$ cat src/rtl/ghash_accumulator_defines.svh
// Assertion macros shared by the GHASH accumulator RTL
`ifndef GHASH_ACCUMULATOR_DEFINES_SVH
`define GHASH_ACCUMULATOR_DEFINES_SVH

// Same-cycle implication, disabled while in reset
`define GHA_ASSERT_NOW(label, ante, cons, msg) \
  label: assert property (@(posedge clk) disable iff (!rst_n) (ante) |-> (cons)) \
    else $error(msg);

// Next-cycle implication, disabled while in reset
`define GHA_ASSERT_NEXT(label, ante, cons, msg) \
  label: assert property (@(posedge clk) disable iff (!rst_n) (ante) |=> (cons)) \
    else $error(msg);

`endif

$ cat src/rtl/gha_pkg.sv
// Package for the GHASH accumulator: widths, digit size and control types
package gha_pkg;

  localparam int BLK_W      = 128;
  localparam int HALF_W     = 64;
  localparam int DIGIT_BITS = 8;
  // multiplier digits per block, last one may be partial
  localparam int STEPS      = (BLK_W + DIGIT_BITS - 1) / DIGIT_BITS;
  localparam int CNT_W      = (STEPS > 1) ? $clog2(STEPS) : 1;

  // reduction byte xored into the top of V on a carry out of x^127
  localparam logic [7:0] GH_REDUCE = 8'hE1;

  // configuration register indexes
  localparam logic CFG_KEY_HIGH = 1'b0;
  localparam logic CFG_KEY_LOW  = 1'b1;

  // commands from the controller to the datapath
  typedef struct packed {
    logic load;    // capture input beat, key and start value
    logic step;    // process one digit of the multiplier
    logic commit;  // write product to accumulator and output register
  } gha_cmd_t;

  // status from the datapath
  typedef struct packed {
    logic last_step;  // current digit is the final one
  } gha_stat_t;

endpackage

$ cat src/rtl/gha_ctrl.sv
// Controller FSM of the GHASH accumulator: sequencing and handshakes
module gha_ctrl
  import gha_pkg::*;
(
  input  logic      clk,
  input  logic      rst_n,
  input  logic      in_tvalid,
  output logic      in_tready,
  output logic      out_tvalid,
  input  logic      out_tready,
  input  gha_stat_t stat,
  output gha_cmd_t  cmd
);

  localparam logic [1:0] S_IDLE = 2'd0;
  localparam logic [1:0] S_RUN  = 2'd1;
  localparam logic [1:0] S_DONE = 2'd2;

  logic [1:0] state_r, state_nxt;
  logic       out_vld_r, out_vld_nxt;
  logic       slot_free;

  assign slot_free = !out_vld_r || out_tready;
  assign in_tready = (state_r == S_IDLE);
  assign out_tvalid = out_vld_r;

  // commands and next state
  always_comb begin
    cmd        = '0;
    state_nxt  = state_r;
    case (state_r)
      S_IDLE: begin
        if (in_tvalid) begin
          cmd.load  = 1'b1;
          state_nxt = S_RUN;
        end
      end
      S_RUN: begin
        cmd.step = 1'b1;
        if (stat.last_step) state_nxt = S_DONE;
      end
      S_DONE: begin
        if (slot_free) begin
          cmd.commit = 1'b1;
          state_nxt  = S_IDLE;
        end
      end
      default: state_nxt = S_IDLE;
    endcase
  end

  // output beat valid: set on commit, cleared when taken
  always_comb begin
    out_vld_nxt = out_vld_r;
    if (cmd.commit) out_vld_nxt = 1'b1;
    else if (out_tready) out_vld_nxt = 1'b0;
  end

  always_ff @(posedge clk) begin
    if (!rst_n) begin
      state_r   <= S_IDLE;
      out_vld_r <= 1'b0;
    end else begin
      state_r   <= state_nxt;
      out_vld_r <= out_vld_nxt;
    end
  end

endmodule

$ cat src/rtl/gha_dp.sv
// Datapath of the GHASH accumulator: key, accumulator and digit-serial multiplier
module gha_dp
  import gha_pkg::*;
(
  input  logic               clk,
  input  logic               rst_n,
  input  logic               cfg_we,
  input  logic               cfg_index,
  input  logic [HALF_W-1:0]  cfg_wdata,
  input  logic [BLK_W-1:0]   in_data,
  input  logic               in_start,
  input  logic               in_final,
  input  gha_cmd_t           cmd,
  output gha_stat_t          stat,
  output logic [BLK_W-1:0]   out_data,
  output logic               out_final
);

  logic [HALF_W-1:0] key_hi_r, key_lo_r;
  logic [BLK_W-1:0]  acc_r;
  logic [BLK_W-1:0]  x_r, x_nxt;
  logic [BLK_W-1:0]  z_r, z_nxt;
  logic [BLK_W-1:0]  v_r, v_nxt;
  logic [CNT_W-1:0]  cnt_r;
  logic              fin_r;
  logic [BLK_W-1:0]  out_data_r;
  logic              out_final_r;
  logic [BLK_W-1:0]  start_val;

  assign stat.last_step = (cnt_r == CNT_W'(STEPS - 1));
  assign out_data  = out_data_r;
  assign out_final = out_final_r;

  // block word: high half in the upper bits, bit 127 is x^0
  assign start_val = (in_start ? '0 : acc_r)
                   ^ {in_data[HALF_W-1:0], in_data[BLK_W-1:HALF_W]};

  // one digit: DIGIT_BITS shift-and-add steps, MSB of X first
  always_comb begin
    z_nxt = z_r;
    v_nxt = v_r;
    for (int k = 0; k < DIGIT_BITS; k++) begin
      if (x_r[BLK_W-1-k]) z_nxt = z_nxt ^ v_nxt;
      if (v_nxt[0]) v_nxt = {1'b0, v_nxt[BLK_W-1:1]} ^ {GH_REDUCE, {(BLK_W-8){1'b0}}};
      else          v_nxt = {1'b0, v_nxt[BLK_W-1:1]};
    end
    x_nxt = x_r << DIGIT_BITS;
  end

  // key registers, accumulator and digit counter (control-relevant state)
  always_ff @(posedge clk) begin
    if (!rst_n) begin
      key_hi_r <= '0;
      key_lo_r <= '0;
      acc_r    <= '0;
      cnt_r    <= '0;
    end else begin
      if (cfg_we) begin
        case (cfg_index)
          CFG_KEY_HIGH: key_hi_r <= cfg_wdata;
          CFG_KEY_LOW:  key_lo_r <= cfg_wdata;
          default: ;
        endcase
      end
      if (cmd.commit) acc_r <= z_r;
      if (cmd.load) cnt_r <= '0;
      else if (cmd.step) cnt_r <= cnt_r + CNT_W'(1);
    end
  end

  // multiplier working registers and output payload
  always_ff @(posedge clk) begin
    if (cmd.load) begin
      x_r   <= start_val;
      z_r   <= '0;
      v_r   <= {key_hi_r, key_lo_r};
      fin_r <= in_final;
    end else if (cmd.step) begin
      x_r <= x_nxt;
      z_r <= z_nxt;
      v_r <= v_nxt;
    end
    if (cmd.commit) begin
      out_data_r  <= {z_r[HALF_W-1:0], z_r[BLK_W-1:HALF_W]};
      out_final_r <= fin_r;
    end
  end

endmodule

$ cat src/rtl/ghash_accumulator.sv
// Top level of the GHASH accumulator: controller, datapath and checks
//
//  channel | dir | beat contents
//  in_     | in  | tdata: block_high[63:0], block_low[127:64]; tuser: start_new;
//          |     | tlast: final_block
//  out_    | out | tdata: digest_high[63:0], digest_low[127:64]; tlast: digest_valid
//  cfg_    | in  | cfg_index 0 key_high, 1 key_low; cfg_wdata 64 bits
//
// A block passes through a load, one step per multiplier digit, and a commit
// into the output register; the digit-serial multiplier and the accumulator
// feedback let a new block in only once the previous one has committed.
// A new block is taken while the previous digest still waits on out_tready;
// commit waits only if the output register is still full.
// rst_n is synchronous: key, accumulator and control state clear to zero.
`include "ghash_accumulator_defines.svh"

module ghash_accumulator
  import gha_pkg::*;
(
  input  logic               clk,
  input  logic               rst_n,
  input  logic               in_tvalid,
  output logic               in_tready,
  input  logic [BLK_W-1:0]   in_tdata,   // block_high, block_low
  input  logic               in_tuser,   // start_new
  input  logic               in_tlast,
  output logic               out_tvalid,
  input  logic               out_tready,
  output logic [BLK_W-1:0]   out_tdata,  // digest_high, digest_low
  output logic               out_tlast,
  input  logic               cfg_we,
  input  logic               cfg_index,
  input  logic [HALF_W-1:0]  cfg_wdata
);

  gha_cmd_t  cmd;
  gha_stat_t stat;

  gha_ctrl u_ctrl (
    .clk        (clk),
    .rst_n      (rst_n),
    .in_tvalid  (in_tvalid),
    .in_tready  (in_tready),
    .out_tvalid (out_tvalid),
    .out_tready (out_tready),
    .stat       (stat),
    .cmd        (cmd)
  );

  gha_dp u_dp (
    .clk       (clk),
    .rst_n     (rst_n),
    .cfg_we    (cfg_we),
    .cfg_index (cfg_index),
    .cfg_wdata (cfg_wdata),
    .in_data   (in_tdata),
    .in_start  (in_tuser),
    .in_final  (in_tlast),
    .cmd       (cmd),
    .stat      (stat),
    .out_data  (out_tdata),
    .out_final (out_tlast)
  );

  // checks
  `GHA_ASSERT_NEXT(a_busy_after_accept, in_tvalid && in_tready, !in_tready, "accepted while busy")
  `GHA_ASSERT_NEXT(a_commit_shows_beat, cmd.commit, out_tvalid, "commit without output beat")
  `GHA_ASSERT_NOW(a_cmd_exclusive, 1'b1, $onehot0({cmd.load, cmd.step, cmd.commit}), "overlapping commands")
  `GHA_ASSERT_NOW(a_commit_slot_free, cmd.commit, !out_tvalid || out_tready, "output beat overwritten")

endmodule

$ cat config.mk
export PLATFORM = sky130hd
export DESIGN_NAME = ghash_accumulator
export DESIGN_NICKNAME = d
export VERILOG_FILES = /design/src/rtl/gha_pkg.sv /design/src/rtl/gha_ctrl.sv /design/src/rtl/gha_dp.sv /design/src/rtl/ghash_accumulator.sv
export VERILOG_INCLUDE_DIRS = /design/src /design/src/rtl
export SDC_FILE = /design/constraint.sdc
export NUM_CORES = 2
export LEC_CHECK = 0
export ABC_CLOCK_PERIOD_IN_PS = 20300
export BUFFER_PORTS_ARGS = -buffer_cell sky130_fd_sc_hd__buf_2
export CORE_AREA = 2 2 329 233
export DETAILED_ROUTE_END_ITERATION = 8
export DIE_AREA = 0 0 331 235
export GPL_TIMING_DRIVEN = 0
export PLACE_DENSITY = 0.85
export SYNTH_ARGS = -nofsm -noshare
export SYNTH_HDL_FRONTEND = slang
export SYNTH_SLANG_ARGS = --single-unit
$ cat constraint.sdc
create_clock -name clk -period 20.3 [get_ports clk]
set_input_delay 4.06 -clock clk [delete_from_list [all_inputs] [get_ports clk]]
set_output_delay 4.06 -clock clk [all_outputs]
set_load 0.01 [all_outputs]
=== Word level (Yosys, flattened, before mapping) ===
Cells that the tools add are included.

* Bits in registers: 777
* Input bits: 200
* Word-level logic and storage cells: 79
* Output and inout bits: 131

* Mux-type cells: 32
* Reduce and logical (&&, ||, !) cells: 9
* Bitwise operators: 19
* Eq/ne operators: 6
* Add/subtract/negate cells: 1

{| class="wikitable"
|+ Operators by type and width
! operator !! count
|-
| $mux 128 || 21
|-
| $xor 128x128->128 || 9
|-
| $not 3->4 || 8
|-
| $mux 1 || 7
|-
| $mux 2 || 3
|-
| $pmux 2 s3 || 1
|-
| $add 4x1->4 const B || 1
|-
| $eq 4x4->1 const B || 1
|-
| $ne 2x2->1 const B || 2
|-
| $reduce_and 2->1 || 2
|-
| $reduce_bool 2->1 || 2
|-
| $reduce_and 3->1 || 1
|-
| $eq 2x1->1 const B || 1
|-
| $eq 2x2->1 const B || 1
|-
| $logic_not 2->1 || 1
|-
| $ne 2x1->1 const B || 1
|-
| $not 1->1 || 2
|-
| $reduce_or 2->1 || 1
|-
| $logic_not 1->1 || 1
|-
| $logic_or 1x1->1 || 1
|}

=== Logic depth before layout (Yosys ltp) ===
* Depth after elaboration: 18
* Depth in mapped cells: 9

=== By module ===
From an unflattened synthesis, not the netlist that was laid out.

* Cells, all modules: 4875
* Area total of the unflattened synthesis: 44405.1 sq um

{| class="wikitable"
|+ Modules (own cells, without submodules)
! module !! instances !! area each (sq um) !! cells each
|-
| gha_dp || 1 || 44241.2 || 4857
|-
| gha_ctrl || 1 || 163.9 || 18
|}

=== Worst setup path after synthesis ===
Ideal clock, no wire load.

* Path kind: in2reg
* From: input port in_tvalid
* To: register u_dp.v_r[0] (enable)
* Setup time: 1.957 ns
* Slack: 9.217 ns
* Cell stages on the path: 5
* Data arrival time: 9.126 ns
* Cell sequence: nand2_1 > buf_2 > clkbuf_1 > clkbuf_1 > nand2_1

* Cells in the longest elaborated chain, start to end: 3

{| class="wikitable"
|+ Ends and longest elaborated chain
! what !! line !! source
|-
| start: declaration || ghash_accumulator.sv:22 || <nowiki>input logic in_tvalid,</nowiki>
|-
| $mux 1 || gha_ctrl.sv:33 || <nowiki>if (in_tvalid) begin</nowiki>
|-
| $mux 1 || gha_ctrl.sv:31 || <nowiki>case (state_r)</nowiki>
|-
| $reduce_bool 2->1 (no source line) || n/a ||
|-
| end signal: assignment || gha_dp.sv:76 || <nowiki>v_r <= {key_hi_r, key_lo_r};</nowiki>
|-
| end signal: assignment || gha_dp.sv:81 || <nowiki>v_r <= v_nxt;</nowiki>
|-
| end: declaration || gha_dp.sv:23 || <nowiki>logic [BLK_W-1:0] v_r, v_nxt;</nowiki>
|}

Every way passes these cells.
A chain may end at the register's enable or synchronous reset.

=== Worst setup path after layout ===
* From: input port in_tvalid
* To: register u_dp.v_r[88] (enable)

Same word-level chain as after synthesis.

==> summary.md <==
The flow ran to the end, and the final reports show no timing, DRC or antenna violations. In the final layout, flip-flops and latches occupy 19,400 um2. The number of design rule violations left after detail routing was 0. The global routing usage summed across all routing layers was 36.9%; the ratio of routed vias to standard cells was 5.88. The number of antenna violations at the first check in global routing came out at 21. The worst setup path startpoint was in_tvalid. For the worst-skew pair, the clock arrives at the later sink with an insertion delay of 0.67 ns. TritonCTS built the clock tree. The prevailing post-synth register cell is dfxtp_1. A synthesized cell averages 8.44 um2. The critical register-to-register path startpoint is u_ctrl.state_r[1].

The part of the cycle the worst path needs is 37.1%, and the effective utilization at floorplan is 59.6%. After floorplanning, the core was divided into 84 placement rows. The tree built by TritonCTS fans out to 777 sinks. At the pin with the least slew margin, the transition time is 1.30 ns.

The die area is 77,800 um2. Number of enable-type register cells in the synthesized netlist: 386. The critical path class was in2reg. The final-stage net count came out at 5,882.

Across the VDD grid, the largest voltage drop is 60.7 uV. Via count of the first global-routing pass: 36,073. The worst setup path is launched from a primary input. The final core utilization is 67.1%, and the global placement routability congestion is 1.04.

The routed wire length was 148,000 um; the final setup violation count was 0. The number of different library cells in the post-synthesis netlist was 48; the largest stage delay on the critical path was 0.80 ns. The layout has 5,843 filler cells. In this run the worst path has a maximum fanout of 70. At the worst endpoint, the arrival time is 7.88 ns. The tool flagged a number of max-cap violations equal to 0.

The run gives 3 as the number of levels the H-tree was split into. The number of gates resized after CTS was 0. The path class of the tightest hold or removal check is reg2reg.

The height of the die was 235 um. The hold violation total from the final report was 0; the number of port buffers was 328. The clock passes through at most 3 buffers. After synthesis, the share of flip-flops with an asynchronous set or reset is 0%. For the number of detailed-routing iterations run before antenna repair, the log shows 6. Walking the worst path, the cells encountered are buf_2, nand2_1, buf_2, clkbuf_1, clkbuf_1, nand2_4, buf_16, buf_16. Summed over all nets, the half-perimeter wirelength after detailed placement is 111,000 um. The starting DRC count in detailed routing is 6,137.

The clock tree root driver cell is clkbuf_16. The static power due to leakage was 18.3 nW. The number of clock buffers inserted by TritonCTS came out at 74. The startpoint identified for the worst hold timing path is u_dp.fin_r. For the pin count of the biggest net entering global routing, the log shows 71.

Die span in x: 331 um. The post-place instance area was 47,500 um2. The first global-routing pass estimated 217,000 um of wire.

On the critical path, the stage with the largest delay is an instance of clkbuf_1. The layout-stage area growth over the synthesis result works out to 12.6%. The post-route minimum period was 7.53 ns. On the final layout, the worst clock skew is 0.0331 ns. The finished cells cover 50,100 um2. Sequential cells were found to cover 43.7% of the synthesized design area. The global-route congestion overflow total is 0, and the hold buffer count at cts is 0.

The fraction of final layout cells with drive strength greater than 1 is 10.7%, and the count of nets left with antenna violations after detail routing is 0. In the final routed layout, each cell accounts on average for 22.0 um. The synthesized design contains 777 register bits. The placeable core region is 74,600 um2, and the achievable clock frequency is 133 MHz. The power per standard cell area came out at 109 nW/um2. The logs give 0 for the total count of max-transition violations in the final report and 0 for the count of yosys warnings during synthesis. The design draws 0.00546 W.

Adding up every negative setup slack in the final design gives 0 ns. The tightest slew margin relative to the limit is 13.0%. Setup repair after global routing left no endpoint under its margin.

For the net count after synthesis, the log shows 5,472. The total number of vias came out at 39,634. For the number of top-level design ports, the log shows 331. The worst setup path is captured at a register. The multi-input combinational cells in the finished layout cover a total of 23,000 um2. After technology mapping, the gate count stands at 5,271. For the worst setup path, the data required time is 20.66 ns. The cell area after technology mapping is 44,500 um2, and the clock transition at the registers of the reported paths is 0.06 ns. In this run the post-CTS setup repair buffer count came out at 0.
## routing by layer
metal / global-route usage [%] / up-vias / share of wire, %
met2: 50.9 / 2857 / 40
met4: 13.2 / 20 / 3.9
li1: - / 17651 / -
met1: 53.6 / 18677 / 40
met5: 0 / - / 0.13
met3: 12.4 / 429 / 16
## worst max-delay path, delay by kind of cell
family / cells / cell delay (ns)
buffers and inverters: 6 / 2.84
and+or+nand+nor: 2 / 0.86
## metrics by stage
stage | hold WS [ns] | instances | setup slack [ns]
floorplan | 0.400 | 5271 | 9.22
global route | 0.451 | 6736 | 12.88
detailed placement | 0.411 | 6594 | 12.38
CTS | 0.436 | 6732 | 12.99
finish | 0.439 | 6744 | 12.77
global placement | 0.406 | 6588 | 4.80
## state kept, by name (all words and copies together) (netlist names)
signal and flops:
u_ctrl.out_tvalid 1, u_dp.acc_r 128, u_ctrl.state_r 2, u_dp.out_data 128, u_dp.out_final 1, u_dp.v_r 128
u_dp.z_r 128, u_dp.key_lo_r 64, u_dp.fin_r 1, u_dp.cnt_r 4, u_dp.x_r 128, u_dp.key_hi_r 64
## logic make-up after synthesis
group / after synthesis / share of synthesized area (%)
AOI/OAI and AO/OA: 686 / 9.38
and+or+nand+nor: 2312 / 21.1
xor gates and xnor gates: 1039 / 21.1
buffers and inverters: 455 / 4.73
muxes: 1 / 0.0225
adders and majority gates: 1 / 0.0281
DFF: 777 / 43.7
## final timing paths
check / end / slack [ns] / cells past startpoint
max: u_dp.v_r[88] / 12.77 / 8
min: u_dp.out_final / 0.44 / 0
max reg2reg: u_dp.v_r[88] / 15.75 / 8
min reg2reg: u_dp.out_final / 0.44 / 0
## synth_stat cells (all sizes together), types with 2 or more instances
library cell	number	area, um2
nor2b	131	820
or3	115	719
o221ai	5	43.8
a211oi	7	52.6
o22ai	5	31.3
xor2	253	2250
o21ai	248	1240
buf	152	968
dfxtp	391	7830
a211o	3	26.3
nand2b	8	50.1
edfxtp	386	11600
o211ai	6	45.0
o31ai	2	15.0
and2	2	12.5
a21boi	258	1940
inv	10	37.5
nand3	13	65.1
xor3	3	71.3
nor2	34	128
a21oi	147	736
xnor2	768	6730
clkbuf	292	1100
xnor3	15	338
nor3b	2	15.0
nand2	2002	7540
## area by class of cell
cell class | instances | area share (%)
inverters | 11 | 0.0824
plain buffers | 444 | 4.13
flip-flops and latches | 777 | 38.8
diodes | 12 | 0.0599
clock inverters | 34 | 0.699
repair buffers | 334 | 3.61
multi-input cells | 4039 | 45.8
clock buffers | 104 | 4.34
well taps | 989 | 2.47
## report_power, final
part | leakage [nW] | internal, W | switching [W] | total, W
Sequential | 6.97 | 0.00189 | 0.000182 | 0.00207
Combinational | 10.1 | 0.000744 | 0.00120 | 0.00194
Clock | 1.24 | 0.000810 | 0.000633 | 0.00144
## cell usage in the layout, fill, tap and decap left out, types with 115 or more instances in the layout
cell type / synthesis / layout
a21boi_0: 258 / 258
xnor2_1: 768 / 768
a21oi_1: 147 / 147
dfxtp_1: 391 / 391
edfxtp_1: 386 / 386
xor2_1: 250 / 250
or3_1: 115 / 115
clkbuf_1: 292 / 307
o21ai_0: 247 / 247
buf_2: 105 / 433
nor2b_1: 131 / 131
nand2_1: 1992 / 1991
(Power assumes the default switching activity.)
